===== src/rtl/gcd_pkg.sv =====
package gcd_pkg;

  localparam int unsigned MAX_WIDTH  = 1024;
  localparam int unsigned MAX_HEIGHT = 1024;
  localparam int unsigned COORD_W    = 10;
  localparam int unsigned SIZE_W     = 11;
  localparam int unsigned ADDR_W     = $clog2(MAX_WIDTH);
  localparam int unsigned CFG_IDX_W  = 1;

  localparam logic [CFG_IDX_W-1:0] CFG_MAP_WIDTH  = 1'd0;
  localparam logic [CFG_IDX_W-1:0] CFG_MAP_HEIGHT = 1'd1;

  localparam logic [SIZE_W-1:0] MIN_SIZE = SIZE_W'(3);

  // raster position of a cell
  typedef struct packed {
    logic [COORD_W-1:0] col;
    logic [COORD_W-1:0] row;
  } pos_t;

  // line store entry: [1] two rows up, [0] one row up
  typedef logic [1:0] ls_word_t;

  typedef struct packed {
    logic              en;
    logic [ADDR_W-1:0] addr;
    ls_word_t          data;
  } ls_wr_t;

  typedef struct packed {
    logic busy;     // a cell sits in the window stage
    logic advance;  // that cell moves on this cycle
  } win_stat_t;

  function automatic logic [SIZE_W-1:0] clamp_size(input logic [SIZE_W-1:0] v,
                                                    input logic [SIZE_W-1:0] max);
    logic [SIZE_W-1:0] res;
    if (v < MIN_SIZE) res = MIN_SIZE;
    else if (v > max) res = max;
    else res = v;
    return res;
  endfunction

  // bit = 3*row + col, row 0 on top, col 0 oldest
  function automatic logic is_corner(input logic [8:0] w);
    logic res;
    res = 1'b0;
    if (!w[4]) begin
      if (w[0] && !w[1] && !w[3]) res = 1'b1;
      if (w[2] && !w[1] && !w[5]) res = 1'b1;
      if (w[6] && !w[3] && !w[7]) res = 1'b1;
      if (w[8] && !w[5] && !w[7]) res = 1'b1;
    end
    return res;
  endfunction

endpackage


===== src/rtl/gcd_cell_if.sv =====
interface gcd_cell_if;
  logic valid;
  logic ready;
  logic is_blocked;

  modport source (output valid, output is_blocked, input ready);
  modport sink (input valid, input is_blocked, output ready);
endinterface


===== src/rtl/gcd_corner_if.sv =====
interface gcd_corner_if;
  logic                        valid;
  logic                        ready;
  logic [gcd_pkg::COORD_W-1:0] corner_x;
  logic [gcd_pkg::COORD_W-1:0] corner_y;

  modport source (output valid, output corner_x, output corner_y, input ready);
  modport sink (input valid, input corner_x, input corner_y, output ready);
endinterface


===== src/rtl/gcd_raster_cnt.sv =====
module gcd_raster_cnt (
  input  logic                       clk_i,
  input  logic                       rst_ni,
  input  logic                       step_i,
  input  logic [gcd_pkg::SIZE_W-1:0] width_i,
  input  logic [gcd_pkg::SIZE_W-1:0] height_i,
  output gcd_pkg::pos_t              pos_o
);

  gcd_pkg::pos_t              pos_q, pos_d;
  logic [gcd_pkg::SIZE_W-1:0] col_next, row_next;

  assign col_next = {1'b0, pos_q.col} + gcd_pkg::SIZE_W'(1);
  assign row_next = {1'b0, pos_q.row} + gcd_pkg::SIZE_W'(1);

  always_comb begin
    pos_d = pos_q;
    if (step_i) begin
      if (col_next >= width_i) begin
        pos_d.col = '0;
        pos_d.row = (row_next >= height_i) ? '0 : row_next[gcd_pkg::COORD_W-1:0];
      end else begin
        pos_d.col = col_next[gcd_pkg::COORD_W-1:0];
      end
    end
  end

  always_ff @(posedge clk_i or negedge rst_ni) begin
    if (!rst_ni) begin
      pos_q <= '0;
    end else begin
      pos_q <= pos_d;
    end
  end

  assign pos_o = pos_q;

endmodule


===== src/rtl/gcd_line_store.sv =====
module gcd_line_store (
  input  logic                       clk_i,
  input  logic                       rd_en_i,
  input  logic [gcd_pkg::ADDR_W-1:0] rd_addr_i,
  output gcd_pkg::ls_word_t          rd_data_o,
  input  gcd_pkg::ls_wr_t            wr_i
);

  gcd_pkg::ls_word_t mem [gcd_pkg::MAX_WIDTH];
  gcd_pkg::ls_word_t rd_data_q;

  always_ff @(posedge clk_i) begin
    if (wr_i.en) begin
      mem[wr_i.addr] <= wr_i.data;
    end
  end

  always_ff @(posedge clk_i) begin
    if (rd_en_i) begin
      rd_data_q <= mem[rd_addr_i];
    end
  end

  assign rd_data_o = rd_data_q;

endmodule


===== src/rtl/gcd_window.sv =====
module gcd_window (
  input  logic                        clk_i,
  input  logic                        rst_ni,
  input  logic                        acc_i,
  input  logic                        bit_i,
  input  gcd_pkg::pos_t               pos_i,
  input  gcd_pkg::ls_word_t           rd_data_i,
  input  logic                        out_ready_i,
  output gcd_pkg::win_stat_t          stat_o,
  output gcd_pkg::ls_wr_t             wr_o,
  output logic                        out_valid_o,
  output logic [gcd_pkg::COORD_W-1:0] corner_x_o,
  output logic [gcd_pkg::COORD_W-1:0] corner_y_o
);

  // cell stage: holds the accepted cell while the line store read is registered
  logic                        s1_valid_q;
  logic                        s1_bit_q;
  gcd_pkg::pos_t               s1_pos_q;
  logic [8:0]                  window_q, window_d;
  logic                        out_valid_q;
  logic [gcd_pkg::COORD_W-1:0] corner_x_q, corner_y_q;
  logic                        advance, hit;

  assign advance = s1_valid_q && (!out_valid_q || out_ready_i);

  assign window_d = ((window_q >> 1) & 9'h0DB)
                  | (9'(rd_data_i[1]) << 2)
                  | (9'(rd_data_i[0]) << 5)
                  | (9'(s1_bit_q) << 8);

  assign hit = (s1_pos_q.col >= gcd_pkg::COORD_W'(2)) && (s1_pos_q.row >= gcd_pkg::COORD_W'(2))
            && gcd_pkg::is_corner(window_d);

  always_ff @(posedge clk_i or negedge rst_ni) begin
    if (!rst_ni) begin
      s1_valid_q  <= 1'b0;
      window_q    <= '0;
      out_valid_q <= 1'b0;
    end else begin
      if (acc_i) begin
        s1_valid_q <= 1'b1;
      end else if (advance) begin
        s1_valid_q <= 1'b0;
      end
      if (advance) begin
        window_q    <= window_d;
        out_valid_q <= hit;
      end else if (out_ready_i) begin
        out_valid_q <= 1'b0;
      end
    end
  end

  always_ff @(posedge clk_i) begin
    if (acc_i) begin
      s1_bit_q <= bit_i;
      s1_pos_q <= pos_i;
    end
    if (advance && hit) begin
      corner_x_q <= s1_pos_q.col - gcd_pkg::COORD_W'(1);
      corner_y_q <= s1_pos_q.row - gcd_pkg::COORD_W'(1);
    end
  end

  // the row above moves to two rows up, the new cell becomes the row above
  assign wr_o.en   = advance;
  assign wr_o.addr = s1_pos_q.col[gcd_pkg::ADDR_W-1:0];
  assign wr_o.data = {rd_data_i[0], s1_bit_q};

  assign stat_o.busy    = s1_valid_q;
  assign stat_o.advance = advance;

  assign out_valid_o = out_valid_q;
  assign corner_x_o  = corner_x_q;
  assign corner_y_o  = corner_y_q;

endmodule


===== src/rtl/grid_corner_detector_core.sv =====
// Streaming corner detector for grid maps. Obstacle bits (1 = blocked) enter one word per
// clock when not stalled, in row-major raster order; every free interior cell with a blocked
// diagonal whose two flanking orthogonal neighbours are free comes out as one (corner_x,
// corner_y) word, in raster order, once the cell one row below and one column right has been
// accepted. Throughput is one cell per clock while nothing stalls. Accepting a cell registers
// it with the read of the 1024 x 2-bit line store; the window shift and corner test then load
// the result register as the window stage advances. A result held by a low corner_o.ready
// stops the window stage, and the input stalls while a cell waits there behind it.
// The map size registers are clamped to 3..1024, reset to 1024 and must be written only while
// the block is idle; after the last cell of a map the position wraps to (0,0). The line store is
// not cleared: the first two rows of the first map after reset must be fully streamed before
// results are meaningful, which normal raster order guarantees.
module grid_corner_detector_core (
  input  logic                          clk_i,
  input  logic                          rst_ni,
  gcd_cell_if.sink                      cell_i,
  gcd_corner_if.source                  corner_o,
  input  logic                          cfg_we_i,
  input  logic [gcd_pkg::CFG_IDX_W-1:0] cfg_idx_i,
  input  logic [gcd_pkg::SIZE_W-1:0]    cfg_data_i
);

  logic [gcd_pkg::SIZE_W-1:0] map_width_q, map_height_q;
  logic [gcd_pkg::SIZE_W-1:0] width_eff, height_eff;
  logic                       accept;
  gcd_pkg::pos_t              pos;
  gcd_pkg::ls_word_t          rd_data;
  gcd_pkg::ls_wr_t            ls_wr;
  gcd_pkg::win_stat_t         win_stat;

  always_ff @(posedge clk_i or negedge rst_ni) begin
    if (!rst_ni) begin
      map_width_q  <= gcd_pkg::SIZE_W'(gcd_pkg::MAX_WIDTH);
      map_height_q <= gcd_pkg::SIZE_W'(gcd_pkg::MAX_HEIGHT);
    end else if (cfg_we_i) begin
      case (cfg_idx_i)
        gcd_pkg::CFG_MAP_WIDTH:  map_width_q  <= cfg_data_i;
        gcd_pkg::CFG_MAP_HEIGHT: map_height_q <= cfg_data_i;
        default: ;
      endcase
    end
  end

  assign width_eff  = gcd_pkg::clamp_size(map_width_q, gcd_pkg::SIZE_W'(gcd_pkg::MAX_WIDTH));
  assign height_eff = gcd_pkg::clamp_size(map_height_q, gcd_pkg::SIZE_W'(gcd_pkg::MAX_HEIGHT));

  assign cell_i.ready = !win_stat.busy || win_stat.advance;
  assign accept       = cell_i.valid && cell_i.ready;

  gcd_raster_cnt u_cnt (
    .clk_i    (clk_i),
    .rst_ni   (rst_ni),
    .step_i   (accept),
    .width_i  (width_eff),
    .height_i (height_eff),
    .pos_o    (pos)
  );

  gcd_line_store u_ls (
    .clk_i     (clk_i),
    .rd_en_i   (accept),
    .rd_addr_i (pos.col[gcd_pkg::ADDR_W-1:0]),
    .rd_data_o (rd_data),
    .wr_i      (ls_wr)
  );

  gcd_window u_win (
    .clk_i       (clk_i),
    .rst_ni      (rst_ni),
    .acc_i       (accept),
    .bit_i       (cell_i.is_blocked),
    .pos_i       (pos),
    .rd_data_i   (rd_data),
    .out_ready_i (corner_o.ready),
    .stat_o      (win_stat),
    .wr_o        (ls_wr),
    .out_valid_o (corner_o.valid),
    .corner_x_o  (corner_o.corner_x),
    .corner_y_o  (corner_o.corner_y)
  );

  // a read never hits the column being written back
  a_no_rw_collision: assert property (@(posedge clk_i) disable iff (!rst_ni)
    !(accept && ls_wr.en && (pos.col[gcd_pkg::ADDR_W-1:0] == ls_wr.addr)))
    else $error("line store read and write hit the same column");

  // input stalls only behind a held result
  a_stall_cause: assert property (@(posedge clk_i) disable iff (!rst_ni)
    !cell_i.ready |-> (win_stat.busy && corner_o.valid && !corner_o.ready))
    else $error("input stalled without a held result");

  // corners are interior cells
  a_interior: assert property (@(posedge clk_i) disable iff (!rst_ni)
    corner_o.valid |-> (corner_o.corner_x != '0) && (corner_o.corner_y != '0))
    else $error("corner reported on the border");

  // a new result comes only from a cell in the window stage
  a_result_source: assert property (@(posedge clk_i) disable iff (!rst_ni)
    $rose(corner_o.valid) |-> $past(win_stat.advance))
    else $error("result appeared without a cell moving on");

endmodule


===== src/flat_wrapper.sv =====
// flat-port wrapper written by rule: the top's interface ports become plain ports
module grid_corner_detector_core_flat 
  (clk_i, rst_ni, cfg_we_i, cfg_idx_i, cfg_data_i, cell_i_valid, cell_i_is_blocked, cell_i_ready, corner_o_valid, corner_o_corner_x, corner_o_corner_y, corner_o_ready);
  gcd_cell_if cell_i_i ();
  gcd_corner_if corner_o_i ();
  input  logic clk_i;
  input  logic rst_ni;
  input  logic cfg_we_i;
  input  logic [gcd_pkg::CFG_IDX_W-1:0] cfg_idx_i;
  input  logic [gcd_pkg::SIZE_W-1:0] cfg_data_i;
  input wire logic [$bits(cell_i_i.valid)-1:0] cell_i_valid;
  input wire logic [$bits(cell_i_i.is_blocked)-1:0] cell_i_is_blocked;
  output wire logic [$bits(cell_i_i.ready)-1:0] cell_i_ready;
  output wire logic [$bits(corner_o_i.valid)-1:0] corner_o_valid;
  output wire logic [$bits(corner_o_i.corner_x)-1:0] corner_o_corner_x;
  output wire logic [$bits(corner_o_i.corner_y)-1:0] corner_o_corner_y;
  input wire logic [$bits(corner_o_i.ready)-1:0] corner_o_ready;
  assign cell_i_i.valid = cell_i_valid;
  assign cell_i_i.is_blocked = cell_i_is_blocked;
  assign cell_i_ready = cell_i_i.ready;
  assign corner_o_valid = corner_o_i.valid;
  assign corner_o_corner_x = corner_o_i.corner_x;
  assign corner_o_corner_y = corner_o_i.corner_y;
  assign corner_o_i.ready = corner_o_ready;
  grid_corner_detector_core u_core (.clk_i(clk_i), .rst_ni(rst_ni), .cell_i(cell_i_i), .corner_o(corner_o_i), .cfg_we_i(cfg_we_i), .cfg_idx_i(cfg_idx_i), .cfg_data_i(cfg_data_i));
endmodule

===== config.mk =====
export PLATFORM = sky130hd
export DESIGN_NAME = grid_corner_detector_core_flat
export DESIGN_NICKNAME = d
export VERILOG_FILES = /design/src/rtl/gcd_pkg.sv /design/src/rtl/gcd_cell_if.sv /design/src/rtl/gcd_corner_if.sv /design/src/rtl/gcd_raster_cnt.sv /design/src/rtl/gcd_line_store.sv /design/src/rtl/gcd_window.sv /design/src/rtl/grid_corner_detector_core.sv /design/src/flat_wrapper.sv
export SDC_FILE = /design/constraint.sdc
export NUM_CORES = 2
export LEC_CHECK = 0
export ABC_AREA = 1
export BUFFER_PORTS_ARGS = -buffer_cell sky130_fd_sc_hd__buf_2
export CORE_MARGIN = 1
export CORE_UTILIZATION = 60
export CTS_BUF_LIST = sky130_fd_sc_hd__clkbuf_8
export CTS_CLUSTER_SIZE = 12
export DETAILED_ROUTE_END_ITERATION = 10
export PLACE_DENSITY = 0.84
export SLEW_MARGIN = 40
export SYNTH_ARGS = -nofsm -noshare
export SYNTH_HDL_FRONTEND = slang
export SYNTH_HIERARCHICAL = 1
export SYNTH_SLANG_ARGS = --single-unit

===== constraint.sdc =====
create_clock -name clk_i -period 9 [get_ports clk_i]
set_input_delay 0.9 -clock clk_i [delete_from_list [all_inputs] [get_ports clk_i]]
set_output_delay 0.9 -clock clk_i [all_outputs]
set_load 0.02 [all_outputs]

* Word level (Yosys, flattened, before mapping)
Memory sizes are Yosys's and may differ from the RTL's. A register that Yosys moved wholly into a read port is not among the register bits.
Index checks and enable logic that the tools add are counted.
** Storage, ports and cells
- Register bits after elaboration :: 94
- RAM bits :: 2048
- Bits of input ports :: 18
- Output and inout port bits :: 22
- Word-level logic and storage cells :: 72
- Memories kept :: 1
** Operators by class
- Add/subtract/negate cells :: 4
- Order comparisons :: 8
- Multiplexer cells :: 17
- Bitwise gates (word level) :: 4
- Reduce and logical (&&, ||, !) cells :: 26
** Memories
- u_core.u_ls.mem :: words 1024, width 2, read ports 1, clocked after Yosys merged registers in 1, write ports 1, RTL line gcd_line_store.sv:9 : gcd_pkg::ls_word_t mem [gcd_pkg::MAX_WIDTH];
** Operators with widths (count)
- $mux W11 :: 4
- $add A10 B1 Y11 const B :: 2
- $ge A11 B11 Y1 :: 2
- $gt A11 B11 Y1 const B :: 2
- $lt A11 B2 Y1 const B :: 2
- $ge A10 B2 Y1 const B :: 2
- $mux W10 :: 2
- $sub A10 B1 Y10 const B :: 2
- $logic_and A1 B1 Y1 :: 13
- $mux W1 :: 11
- $or A8 B9 Y9 :: 1
- $or A8 B3 Y8 :: 1
- $or A8 B6 Y8 :: 1
- $logic_not A1 Y1 :: 6
- $reduce_and A2 Y1 :: 3
- $reduce_bool A2 Y1 :: 2
- $logic_or A1 B1 Y1 :: 2
- $not A1 Y1 :: 1

* Logic depth before layout (Yosys ltp)
- Depth in word-level cells :: 13
- Gate-level depth with buffers :: 17
- Depth with buffers taken out :: 17

* Hierarchy
Netlist, hierarchy kept.
** Modules (own cells, without submodules)
- gcd_line_store :: times used 1, cells each 7976, area each 86973.4 um2, seq. area each 61559.0 um2
- gcd_window :: times used 1, cells each 175, area each 2164.6 um2, seq. area each 1431.4 um2
- gcd_raster_cnt :: times used 1, cells each 292, area each 1885.6 um2, seq. area each 500.5 um2
- grid_corner_detector_core :: times used 1, cells each 155, area each 1154.9 um2, seq. area each 553.0 um2

* Worst setup path after synthesis
Ideal clock, no wire load.
- Kind :: reg-to-reg
- Start :: reg u_core.u_win.s1_bit_q
- End :: mem u_core/u_ls/mem[0][0] in the netlist's numbering, data pin
- Library setup time :: 0.959 ns
- Arrival :: 4.044 ns
- Data required time :: 8.041 ns
- Setup slack :: 3.997 ns
- Cell stages (with the launch flop) :: 2
- Path buffers :: 1
- Clock period less this slack :: 5.003 ns
- Cells stage by stage :: edfxtp_1 -> buf_4
** RTL lines
- from (decl) :: RTL line gcd_window.sv:18 : logic s1_bit_q;
- from (signal assigned) :: RTL line gcd_window.sv:57 : s1_bit_q <= bit_i;
- to (decl) :: RTL line gcd_line_store.sv:9
No word-level cell before the write port.

==> qor.csv <==
metric,value,unit
status,"complete, no violations",
pwr-share-seq,42.9,%
synth_area,0.09218,sq mm
r2r-start,u_core/u_cnt/pos_o[11]$_DFFE_PN0P_,
placed_cell_area,0.09354,sq mm
internal_power,0.01785,W
critPathKind,flop to flop,
power_frac_clock,25.9,%
portBuffers,39,
critPathMaxStageDelay,0.75,ns
netlist.top_cell.by_area,edfxtp_1,
reg2regPathDepth,15,
met3_length,36.49,mm
avgRoutedWirePerCell,23.24,um
hold_depth,1,
rr_endpoint,u_core/u_ls/rd_data_o[0]$_DFFE_PP_,
cp.arrival,5.23,ns
die-area,0.1552,sq mm
synthToLayoutAreaGrowth,7.996,%
slew_violations,0,
num_vias,67137,
first_iter_violations,11596,
worst_slew_pin_slew,0.9841,ns
finalCritPeriodShare,49.31,%
cts_resized,0,
power_switching,0.01037,W
dpl.hpwl,126.4,mm
synth_top_area_share,68.12,%
cts_hold_buffers,1,
period_minus_slack,4.438,ns
cts.sinks,2141,
cts_buffer_depth,4,
drive_above_1_share,7.704,%
p_per_area,283.5,mW/mm^2
path_cells,inv_8 > buf_12 > buf_16 > buf_16 > nand3_1 > nand3_1 > nand3_1 > nand3_1 > nand3_1 > nand3_1 > nand3_1 > nand3_1 > nand2_1 > nand2_1 > nand2_1,
required,9.79,ns
hold_slack,0.09354,ns
drt_wl_total,248.5,mm
synth.net_count,8644,
combPwrFrac,31.2,%
synth_cell_types,43,
ir_worst_vdd,253.8,uV
reg2reg_setup_slack,4.56,ns
syn-instance-count,8598,
relSlewSlack,34.40,%
antenna_found_initial,4,
setup_viol,0,
pin_count,40,
highest_layer,met5,
crit_family,buffers and inverters,
critPathBufInv,4,
cts_setup_buffers,0,
via_per_inst,6.280,
postRouteAntennaNets,0,
ys_ff_latch,2141,
cts_tree,built,
final.setup.tns,0,ns
critical_path.slowest_cell,dfrtp_4,
clk_latency,1.05,ns
final_nets,8476,
min_to,u_core/u_win/s1_bit_q$_DFFE_PP_,
drt_first_pass_iters,9,
skew,0.07532,ns
cts.htree.levels,5,
track_usage,31.47,%
grt_pass1_wl,371.9,mm
numCtsBuffers,341,
synth_area_per_cell,10.72,sq um
grt_overflow,0,
initial_core_util,60.54,%
worstHoldStart,cell_i_is_blocked,
final_util,65.38,%
fillers,10434,
start_kind,flop,
hold_viol,0,
wl_met1,81.69,mm
p_sw_share,36.75,%
crit_top_cell,nand3_1,
stdcell_count,10690,
cts.reportedPaths.clkPinSlew,0.06,ns
rsz0062_at_grt,no,
grt_pass1_vias,66008,
grt_max_degree,227,
core,0.1523,sq mm
drv_cap,0,
finalInstanceArea,0.09955,sq mm
fmax,0.2253,GHz
die_h,394.0,um
min-delay-path-class,primary input to flop,
dp.cells,10108,
cts-root-buf,clkbuf_8,
drc,0,
wl_met2,112.8,mm
seq_area,0.06406,sq mm
placement_rows,143,
synth_area_leaders,"edfxtp_1 68%, nand3_1 11%, nand2_1 9.3%, nor2_1 4.5%, buf_2 1.4%",
yosysSeqAreaShare,69.48,%
power.leakage,34.71,nW
worst-path-max-fanout,93,
gp_congestion,0.8523,
multiInputGateArea,0.02463,sq mm
cp-end-kind,flop,
ys_warn_count,6,
die_x,394.0,um
-- how the worst max path moves through the flow --
| stage | startpoint | endpoint | slack [ns] | cells after the start |
|---|---|---|---|---|
| 2_1_floorplan | u_core/u_win/s1_bit_q$_DFFE_PP_ | u_core/u_ls/mem[0][0]$_DFFE_PP_ | 4.00 | 1 |
| 3_3_place_gp | u_core/u_cnt/pos_o[10]$_DFFE_PN0P_ | u_core/u_ls/rd_data_o[1]$_DFFE_PP_ | 4.62 | 14 |
| 3_5_place_dp | u_core/u_cnt/pos_o[11]$_DFFE_PN0P_ | u_core/u_ls/rd_data_o[0]$_DFFE_PP_ | 4.77 | 15 |
| 4_1_cts | u_core/u_cnt/pos_o[11]$_DFFE_PN0P_ | u_core/u_ls/rd_data_o[0]$_DFFE_PP_ | 4.79 | 15 |
| 5_1_grt | u_core/u_cnt/pos_o[11]$_DFFE_PN0P_ | u_core/u_ls/rd_data_o[0]$_DFFE_PP_ | 4.42 | 15 |
| 6_report | u_core/u_cnt/pos_o[11]$_DFFE_PN0P_ | u_core/u_ls/rd_data_o[0]$_DFFE_PP_ | 4.56 | 15 |
-- power groups by stage --
| stage | clock (W) | sequential, W | combinational, W |
|---|---|---|---|
| floorplan | 0 | 0.0124 | 0.00614 |
| global placement | 0 | 0.0123 | 0.00793 |
| detailed placement | 0 | 0.0123 | 0.00841 |
| CTS | 0.00732 | 0.0121 | 0.00846 |
| global route | 0.00776 | 0.0121 | 0.00944 |
| finish | 0.00731 | 0.0121 | 0.00880 |
-- state kept, by name, indices dropped and copies added (netlist names) --
signal	cells
u_core/u_win/s1_bit_q	1
u_core/u_win/corner_y_o	10
u_core/map_height_q	11
u_core/u_ls/mem	2048
u_core/u_win/wr_o	10
u_core/u_win/s1_valid_q	1
u_core/map_width_q	11
u_core/u_ls/rd_data_o	2
u_core/u_win/corner_x_o	10
u_core/u_win/s1_pos_q	10
u_core/u_win/out_valid_o	1
u_core/u_cnt/pos_o	20
u_core/u_win/window_q	6
-- cells in the final DEF (no fill, tap or decap), types with 3 or more instances in the layout --
cell type,instances
nand2_1,2235
edfxtp_1,2091
nand3_1,2059
nor2_1,1096
clkbuf_8,352
inv_1,256
clkinv_1,82
nand2_2,59
dfrtp_1,42
buf_2,39
buf_6,37
buf_4,36
o21ai_0,34
ha_1,28
clkinv_2,27
buf_12,22
nor3_1,22
buf_16,19
nor2_2,17
xor2_1,13
nand4_1,11
nand3_2,7
a21oi_1,7
nor2_4,7
xnor2_1,5
inv_2,5
dfrtp_4,5
clkinvlp_4,4
o21ai_1,4
nand3_4,4
bufinv_16,3
nor3_2,3
-- worst reg2reg max path, delay by kind of cell (launching register included) --
| kind | cells | cell delay [ns] |
|---|---|---|
| buffers and inverters | 4 | 1.82 |
| AND/OR/NAND/NOR | 11 | 1.68 |
| flip-flops | 1 | 0.75 |
-- cell families after synthesis --
| family | synth area share [%] |
|---|---|
| adder cells (fa/ha/maj) | 0.3801 |
| AO/OA/AOI/OAI | 0.3611 |
| AND/OR/NAND/NOR | 25.55 |
| flip-flops | 69.48 |
| XOR/XNOR | 0.1710 |
| buffers and inverters | 4.057 |
-- metal layers --
layer	vias to the layer above	track usage (%)
li1	29320	-
met1	31508	39.17
met2	5238	49.49
met3	1069	7.990
met4	2	19.88
met5	-	0
-- final cells by class --
class | instances | area share, %
antenna | 2 | 0.005027
clock buffer | 350 | 4.839
clock inverter | 221 | 0.9577
inverter | 162 | 0.6561
multi-input combinational | 5628 | 24.75
sequential | 2141 | 64.35
tap | 2030 | 2.551
timing repair buffer | 156 | 1.892
-- cell usage after synthesis (all sizes together) --
cell type,count
o31ai,1
clkinv,2
a21o,1
nand2,2295
nor2b,1
or2,1
o21a,1
clkbuf,266
a21boi,2
xnor2,5
o21ai,39
edfxtp,2091
and2,1
dfrtp,48
nor3,27
buf,401
dfstp,2
a31o,2
nand3,2070
nand4,11
xor2,13
a21oi,9
inv,160
ha,28
o21bai,1
nor2,1120
-- stage by stage --
stage          power, W  worst slack (ns)
5_1_grt         0.02932             4.421
3_5_place_dp    0.02072             4.769
2_1_floorplan   0.01851             3.997
4_1_cts         0.02790             4.795
3_3_place_gp    0.02025             4.623
6_report        0.02823             4.562
Note: power is estimated with default switching activity, not from simulation.
